`src/rtl/core/mplm_pkg.sv`:
```
// Shared types and constants of the mesh packet latency model.
package mplm_pkg;

  localparam int LEN_W      = 16;
  localparam int FLIT_DIV_W = LEN_W + 3;
  localparam int FLIT_STEPS = FLIT_DIV_W;
  localparam int FLIT_W     = FLIT_DIV_W + 1;
  localparam int CW_W       = 9;
  localparam int RADIX_W    = 9;
  localparam int DIMS_W     = 3;
  localparam int WD_W       = 8;
  localparam int HT_W       = 16;
  localparam int CF_W       = 16;
  localparam int M_W        = WD_W + HT_W;
  localparam int WQ_W       = CF_W + FLIT_W;
  localparam int OUT_W      = 32;
  localparam int CFG_IDX_W  = 3;
  localparam int CFG_DATA_W = 16;

  localparam logic [CFG_IDX_W-1:0] REG_ENABLED           = 3'd0;
  localparam logic [CFG_IDX_W-1:0] REG_WIRE_DELAY        = 3'd1;
  localparam logic [CFG_IDX_W-1:0] REG_HOP_TIME_Q8       = 3'd2;
  localparam logic [CFG_IDX_W-1:0] REG_DIMENSIONS        = 3'd3;
  localparam logic [CFG_IDX_W-1:0] REG_RADIX             = 3'd4;
  localparam logic [CFG_IDX_W-1:0] REG_CHANNEL_WIDTH     = 3'd5;
  localparam logic [CFG_IDX_W-1:0] REG_CONTENTION_FACTOR = 3'd6;

  typedef struct packed {
    logic valid;
    logic zero;
  } mplm_ctl_t;

endpackage

```
`src/rtl/core/mplm_cell.sv`:
```
// One division step cell of the flit and node digit chain.
module mplm_cell import mplm_pkg::*; #(
  parameter int IDX       = 0,
  parameter int NODE_BITS = 16,
  parameter int MAX_DIMS  = 4,
  parameter int DIST_W    = 11
) (
  input  logic                  clk_i,
  input  logic                  rst_ni,
  input  logic                  ce_i,
  input  logic [RADIX_W-1:0]    radix_i,
  input  logic [CW_W-1:0]       width_i,
  input  logic [DIMS_W-1:0]     dims_i,
  input  mplm_ctl_t             ctl_i,
  input  logic [FLIT_DIV_W-1:0] lx_i,
  input  logic [CW_W-1:0]       lr_i,
  input  logic [NODE_BITS-1:0]  sx_i,
  input  logic [NODE_BITS-1:0]  dx_i,
  input  logic [RADIX_W-1:0]    sr_i,
  input  logic [RADIX_W-1:0]    dr_i,
  input  logic [DIST_W-1:0]     dist_i,
  output mplm_ctl_t             ctl_o,
  output logic [FLIT_DIV_W-1:0] lx_o,
  output logic [CW_W-1:0]       lr_o,
  output logic [NODE_BITS-1:0]  sx_o,
  output logic [NODE_BITS-1:0]  dx_o,
  output logic [RADIX_W-1:0]    sr_o,
  output logic [RADIX_W-1:0]    dr_o,
  output logic [DIST_W-1:0]     dist_o
);

  localparam bit FLIT_CELL  = (IDX < FLIT_STEPS);
  localparam bit NODE_CELL  = (IDX < NODE_BITS * MAX_DIMS);
  localparam bit DIGIT_LAST = ((IDX % NODE_BITS) == (NODE_BITS - 1));
  localparam int DIM        = IDX / NODE_BITS;

  mplm_ctl_t             ctl_q;
  logic [FLIT_DIV_W-1:0] lx_d, lx_q;
  logic [CW_W-1:0]       lr_d, lr_q;
  logic [NODE_BITS-1:0]  sx_d, sx_q, dx_d, dx_q;
  logic [RADIX_W-1:0]    sr_d, sr_q, dr_d, dr_q;
  logic [DIST_W-1:0]     dist_d, dist_q;
  logic [CW_W:0]         lt;
  logic [RADIX_W:0]      st, dt;
  logic [RADIX_W-1:0]    step;

  always_comb begin
    lx_d   = lx_i;
    lr_d   = lr_i;
    sx_d   = sx_i;
    dx_d   = dx_i;
    sr_d   = sr_i;
    dr_d   = dr_i;
    dist_d = dist_i;
    step   = '0;
    lt     = {lr_i, lx_i[FLIT_DIV_W-1]};
    st     = {sr_i, sx_i[NODE_BITS-1]};
    dt     = {dr_i, dx_i[NODE_BITS-1]};
    if (FLIT_CELL) begin
      if (lt >= {1'b0, width_i}) begin
        lr_d = CW_W'(lt - {1'b0, width_i});
        lx_d = {lx_i[FLIT_DIV_W-2:0], 1'b1};
      end else begin
        lr_d = lt[CW_W-1:0];
        lx_d = {lx_i[FLIT_DIV_W-2:0], 1'b0};
      end
    end
    if (NODE_CELL) begin
      if (st >= {1'b0, radix_i}) begin
        sr_d = RADIX_W'(st - {1'b0, radix_i});
        sx_d = {sx_i[NODE_BITS-2:0], 1'b1};
      end else begin
        sr_d = st[RADIX_W-1:0];
        sx_d = {sx_i[NODE_BITS-2:0], 1'b0};
      end
      if (dt >= {1'b0, radix_i}) begin
        dr_d = RADIX_W'(dt - {1'b0, radix_i});
        dx_d = {dx_i[NODE_BITS-2:0], 1'b1};
      end else begin
        dr_d = dt[RADIX_W-1:0];
        dx_d = {dx_i[NODE_BITS-2:0], 1'b0};
      end
      if (DIGIT_LAST) begin
        if (sr_d > dr_d) begin
          step = RADIX_W'(radix_i - (sr_d - dr_d));
        end else begin
          step = dr_d - sr_d;
        end
        if (({1'b0, dims_i} > 4'(DIM)) && (radix_i >= 9'd2)) begin
          dist_d = dist_i + DIST_W'(step);
        end
        sr_d = '0;
        dr_d = '0;
      end
    end
  end

  always_ff @(posedge clk_i or negedge rst_ni) begin
    if (!rst_ni) begin
      ctl_q <= '0;
    end else if (ce_i) begin
      ctl_q <= ctl_i;
    end
  end

  always_ff @(posedge clk_i) begin
    if (ce_i) begin
      lx_q   <= lx_d;
      lr_q   <= lr_d;
      sx_q   <= sx_d;
      dx_q   <= dx_d;
      sr_q   <= sr_d;
      dr_q   <= dr_d;
      dist_q <= dist_d;
    end
  end

  assign ctl_o  = ctl_q;
  assign lx_o   = lx_q;
  assign lr_o   = lr_q;
  assign sx_o   = sx_q;
  assign dx_o   = dx_q;
  assign sr_o   = sr_q;
  assign dr_o   = dr_q;
  assign dist_o = dist_q;

endmodule

```
`config.mk`:
```
export PLATFORM = sky130hd
export DESIGN_NAME = mplm_cell
export DESIGN_NICKNAME = d
export VERILOG_FILES = /design/src/rtl/core/mplm_pkg.sv /design/src/rtl/core/mplm_cell.sv
export SDC_FILE = /design/constraint.sdc
export NUM_CORES = 1
export LEC_CHECK = 0
export BUFFER_PORTS_ARGS = -buffer_cell sky130_fd_sc_hd__buf_2
export CAP_MARGIN = 20
export CORE_UTILIZATION = 42
export CTS_BUF_LIST = sky130_fd_sc_hd__clkbuf_8 sky130_fd_sc_hd__clkbuf_16
export DETAILED_ROUTE_END_ITERATION = 10
export PLACE_DENSITY = 0.77
export SYNTH_ARGS = -nofsm -noshare
export SYNTH_HDL_FRONTEND = slang
export SYNTH_SLANG_ARGS = --single-unit
```
`constraint.sdc`:
```
create_clock -name clk_i -period 0.8 [get_ports clk_i]
set_input_delay 0.16 -clock clk_i [delete_from_list [all_inputs] [get_ports clk_i]]
set_output_delay 0.16 -clock clk_i [all_outputs]
set_load 0.1 [all_outputs]
```
==> flow_metrics.tcl, run 1 <==
set metrics [dict create \
    status "complete, but fails checks" \
    failed_checks "setup timing" \
    synthTopCellsByCount "89 x edfxtp_1, 27 x ha_1, 27 x inv_1" \
    p_leak_uw 0.00374 \
    worst_pin_slew_ns 0.434 \
    slew_viol_final 0 \
    setup_viol 123 \
    worst_hold_path.endpoint "ctl_o[0]" \
    async_flop_share_pct 2.20 \
    netlist_area_um2 4310 \
    wire_per_inst_um 20.8 \
    grt_max_degree 20 \
    synth_area_leaders "edfxtp_1 62%, ha_1 7.8%, mux2_2 6.5%, inv_1 2.3%, xnor2_1 1.6%" \
    max_freq_ghz 0.566 \
    yosys_warnings 0 \
    dp.cells 691 \
    synth_area_per_cell_um2 14.6 \
    cts_made_buffers 9 \
    yosysTopAreaCellShare_pct 62.0 \
    reg2reg_depth 1 \
    grt_pass1_vias 4223 \
    drc 0 \
    worstPathMaxFanout 3 \
    clkLatencyLatePin_ns 0.36 \
    stdcell_area_um2 8580 \
    fin_crit_sh_pct 221 \
    rr_endpoint "ctl_o[1]" \
    worst_slew_margin_rel_pct 71.0 \
    worstPathRequired_ns 0.92 \
    ys_ff_latch 91 \
    finClkSkew_ns 0 \
    gp_congestion 0.924 \
    grt_pass1_wl_um 23900 \
    arrival_ns 1.88 \
    syn_inst 295 \
    io-pin-count 206 \
    drt_pass1_iterations 5 \
    ys_seq_area_share_pct 63.1 \
    cts_root_buf "clkbuf_8" \
    worst-r2r-setup-slack_ns -0.10 \
    cts.sinks 91 \
    yosysUniqueCellTypes 45 \
    endpoint_kind "register" \
    drv_cap 0 \
    hp-start "ctl_i[0]" \
    area.growth.synth_to_final_pct 98.9 \
    path_class "in -> reg" \
    fillerInstances 413 \
    dieWidth_um 103 \
    vias 4017 \
    dieArea_um2 10700 \
    cp-start-kind "input port" \
    antenna_cells 0 \
    fin_nets 789 \
    synth_ff_type "edfxtp_1" \
    placed_area_um2 7460 \
    ant_nets 0 \
    grt_overflow_total 0 \
    synth_most_common_cell "edfxtp_1" \
    startpoint "dx_i[15]" \
    fin_ws_ns -0.967 \
    grt.total_usage_pct 31.6 \
    holdCritPathClass "in -> reg" \
    drt-vias-per-instance 5.14 \
    r2r-start "ctl_o[1]" \
    path_clk_slew_ns 0.09 \
    clockBufferDepth 2 \
    synth_edf_count 89 \
    coreArea_um2 9860 \
    synth_fp_nets 440 \
    die_h_um 103 \
    ir_worst_vdd_v 0.00127 \
    antenna_found_initial 0 \
    htree_levels 3 \
    drt-initial-drc-count 225 \
    hold_path_depth 2 \
    rsz0062_at_grt "true" \
    power_density_nw_per_um2 2040 \
    final_layout_size_suffix_gt1_share_pct 56.2 \
    synth_top_area_cell "edfxtp_1" \
    hold_viol 0 \
    period_minus_slack_ns 1.77 \
    rows 36 \
    final_cells 782 \
    initial_core_util_pct 43.7 \
    cts_tree "done" \
    wl_um 16300 \
    portBuffers 202 \
    place_hpwl_um 10800 \
]
## metrics by stage
| stage | setup slack, ns | hold WS, ns | power [µW] | TNS [ns] | utilization [%] |
|---|---|---|---|---|---|
| after detailed placement | -1.41 | -0.0460 | 14000 | -46.24 | 75.6 |
| after CTS | -0.918 | 0.0345 | 17300 | -55.09 | 85.9 |
| after global placement | -1.32 | -0.0555 | 13800 | -43.72 | 75.6 |
| after global routing | -1.00 | 0.0401 | 18100 | -60.19 | 87.0 |
| final | -0.967 | 0.0556 | 17500 | -55.34 | 87.0 |
| after floorplan | -1.09 | -0.136 | 10700 | -53.36 | - |
## final cells by class
type | instances | area, µm² | share of cell area [%]
inverters | 27 | 129 | 1.50
clock inverters | 6 | 41.3 | 0.481
repair buffers | 338 | 3620 | 42.2
flip-flops and latches | 91 | 2730 | 31.8
well taps | 133 | 166 | 1.94
multi-input cells | 177 | 1760 | 20.5
clock buffers | 10 | 138 | 1.60
## placed cells by master, fill, tap and decap left out, drive strengths merged, types with 3 or more instances in the layout
cell type	netlist	layout
buf	1	278
edfxtp	89	89
dlygate4sd3	0	60
inv	27	29
ha	27	27
mux2	25	25
a21oi	14	14
nor2	12	12
clkbuf	1	10
nand2	9	10
xnor2	8	8
o21ai	8	8
a21o	7	7
nor2b	6	6
mux2i	5	5
xor2	5	5
a21boi	5	5
nand3b	4	4
nand3	4	4
nand4	3	3
fa	3	3
a211oi	3	3
nor3	3	3
## layer usage
layer	up-vias	part of all wire, %	track usage (%)
li1	1814	-	-
met4	0	3.9	15.7
met5	-	0	0
met2	185	52	55.1
met3	51	7.5	9.21
met1	1967	37	35.4
## registers in the layout, summed over array words and instances (netlist names)
name and count:
dx_o 16, sx_o 16, dist_o 11, lr_o 9, dr_o 9, lx_o 19
sr_o 9, ctl_o 2
## cell families (layout without fill, tap and decap cells)
kind of cell,Yosys count,in the layout,synth area share [%]
compound gates,53,54,8.62
xor+xnor,13,13,2.64
fa+ha+maj,30,30,9.23
buf+inv,29,381,2.58
flops,91,91,63.1
mux,30,30,7.69
simple gates,49,50,6.12
## power by group
group          switching, µW  internal [µW]
clock                   1720           1220
sequential               438           5850
combinational           4990           3310
## what timing repair did
item / in CTS / in global routing
pin swaps: 17 / 6
setup endpoints to repair: 123 / 123
cloned: 2 / 0
setup buffers: 7 / 6
hold buffers: 60 / 0
endpoints found under the hold margin: 61 / 0
resized for setup: 37 / 12
## how the worst max path moves through the flow
stage	to	depth (start not counted)
finish	dr_o[8]	10
global route	dr_o[7]	10
CTS	dr_o[8]	10
detailed placement	dr_o[5]	10
global placement	dr_o[6]	10
floorplan	dr_o[2]	7
## critical path, stage by stage
cell and delay, ns:
buf_8 0.11, inv_12 0.04, ha_4 0.11, inv_2 0.03
fa_2 0.35, a21o_1 0.20, a221oi_2 0.32, o21ai_1 0.13
xnor2_1 0.16, mux2_4 0.26
(Power assumes the default switching activity.)
==> inputs of run 2 (changes only) <==
Settings changed: SKIP_LAST_GASP set to 1.
==> run 2 against run 1 <==
Effect of this change:
- largest power group unchanged
- setup slack hardly changed
- cell area unchanged
- highest routed layer unchanged
- clock skew stayed put
- the run still ends with setup timing left
- count of clock-buffer cells in the layout unchanged
- combinational power hardly changed
- total power about the same
- critical path depth stayed put
- final cell count unchanged
==> flow_metrics.tcl, run 2 (same netlist as run 1, synthesis figures left out) <==
set metrics [dict create \
    grt.busiest_layer "met2" \
    cp_num_cells 10 \
    area.growth.synth_to_final_pct 98.9 \
    comb_power_share_pct 47.3 \
    place_hpwl_um 10800 \
    cts_root_buf "clkbuf_8" \
    arrival_ns 1.88 \
    initial_core_util_pct 43.7 \
    power_density_nw_per_um2 2040 \
    drc 0 \
    worst_hold_slack_ns 0.0556 \
    fin_ws_ns -0.967 \
    path_class "in -> reg" \
    gp_congestion 0.924 \
    io-pin-count 206 \
    rsz0062_at_grt "true" \
    cts.sinks 91 \
    finClkSkew_ns 0 \
    path_clk_slew_ns 0.09 \
    worst_pin_slew_ns 0.434 \
    rr_endpoint "ctl_o[1]" \
    largest_register_ffs 19 \
    wl_um 16300 \
    p_sw_uw 7140 \
    cpMaxStageDelayCell "fa_2" \
    cp-start-kind "input port" \
    vias 4019 \
    grt_pass1_vias 4223 \
    startpoint "dx_i[15]" \
    fin_crit_sh_pct 221 \
    worstPathMaxFanout 3 \
    drv_cap 0 \
    fin_nets 789 \
    clkLatencyLatePin_ns 0.36 \
    power.share.clock_pct 16.8 \
    cts_tree "done" \
    grt.total_usage_pct 31.6 \
    grt_pass1_wl_um 23900 \
    worstPathRequired_ns 0.92 \
    crit_end "dr_o[8]" \
    holdCritPathClass "in -> reg" \
    cp_cell_sequence "buf_8 -> inv_12 -> ha_4 -> inv_2 -> fa_2 -> a21o_1 -> a221oi_2 -> o21ai_1 -> xnor2_1 -> mux2_4" \
    crit_buf_inv 3 \
    layout_common_cells "106 x buf_2, 94 x buf_12, 89 x edfxtp_1" \
    status "complete, but fails checks" \
    setup_viol 123 \
    antenna_cells 0 \
    grt_use_met1_pct 35.4 \
    p_sw_share_pct 40.8 \
    grt_overflow_total 0 \
    dieArea_um2 10700 \
    worst_slew_margin_rel_pct 71.0 \
    coreArea_um2 9860 \
    p_int_uw 10400 \
    endpoint_kind "register" \
    clockBufferDepth 2 \
    ir_worst_vdd_v 0.00127 \
    slowest_delay_ns 0.35 \
    rows 36 \
    final_common_cell "buf_2" \
    htree_levels 3 \
    portBuffers 202 \
    die_h_um 103 \
    final_layout_size_suffix_gt1_share_pct 56.2 \
    p_leak_uw 0.00374 \
    failed_checks "setup timing" \
    hp-start "ctl_i[0]" \
    worst-r2r-setup-slack_ns -0.10 \
    tns_ns -55.35 \
    ant_nets 0 \
    hold_viol 0 \
    drt-vias-per-instance 5.14 \
    dieWidth_um 103 \
    cts_made_buffers 9 \
    seq_power_share_pct 35.9 \
    drt-initial-drc-count 227 \
    grt_util_met2_pct 55.1 \
    critPathTopFamily "compound AO/OA/AOI/OAI gates" \
    slew_viol_final 0 \
    period_minus_slack_ns 1.77 \
    drt_pass1_iterations 5 \
    antenna_found_initial 0 \
    reg2reg_depth 1 \
    grt_max_degree 20 \
    wire_per_inst_um 20.8 \
    max_freq_ghz 0.566 \
    grtUsageMet3_pct 9.21 \
    r2r-start "ctl_o[1]" \
]
## run 2: cell type report
cell class,count,area (µm²)
repair buffers,338,3620
clock inverters,6,41.3
fillers,413,1280
inverters,27,129
multi-input cells,177,1760
flip-flops and latches,91,2730
well taps,133,166
clock buffers,10,138
## run 2: routing by layer
layer / wire length (µm) / part of all wire [%] / vias up
met5: 0 / 0 / -
met4: 634 / 3.9 / 0
met3: 1220 / 7.5 / 51
met2: 8430 / 52 / 185
met1: 5990 / 37 / 1969
li1: - / - / 1814
## run 2: power by group through the flow
stage | clock [µW] | sequential (µW) | combinational [µW]
CTS | 2950 | 6270 | 8100
finish | 2940 | 6290 | 8290
global route | 3190 | 6320 | 8580
global placement | 0 | 6340 | 7460
detailed placement | 0 | 6380 | 7650
floorplan | 0 | 9540 | 1160
## run 2: timing repair
action                     4_1_cts  5_1_grt
cloned                           2        0
hold buffers                    60        0
setup buffers                    7        6
gates resized for setup         37       12
setup endpoints to repair      123      123
pin swaps                       17        5
hold endpoints to repair        61        0
## run 2: metrics by stage
stage          area [µm²]  total power [µW]  utilization [%]  setup slack (ns)  instances
6_report             8580             17500             87.0            -0.967        782
5_1_grt              8580             18100             87.0             -1.00        782
4_1_cts              8470             17300             85.9            -0.918        776
3_5_place_dp         7460             14000             75.6             -1.41        691
3_3_place_gp         7460             13800             75.6             -1.32        691
2_1_floorplan        4430             10700                -             -1.09        295
## run 2: worst min path at each step
stage	end	cells after the start	slack, ns
floorplan	ctl_o[0]	0	-0.14
finish	ctl_o[0]	2	0.06
global route	ctl_o[0]	2	0.04
detailed placement	ctl_o[1]	1	-0.05
CTS	ctl_o[1]	2	0.03
global placement	ctl_o[0]	1	-0.06
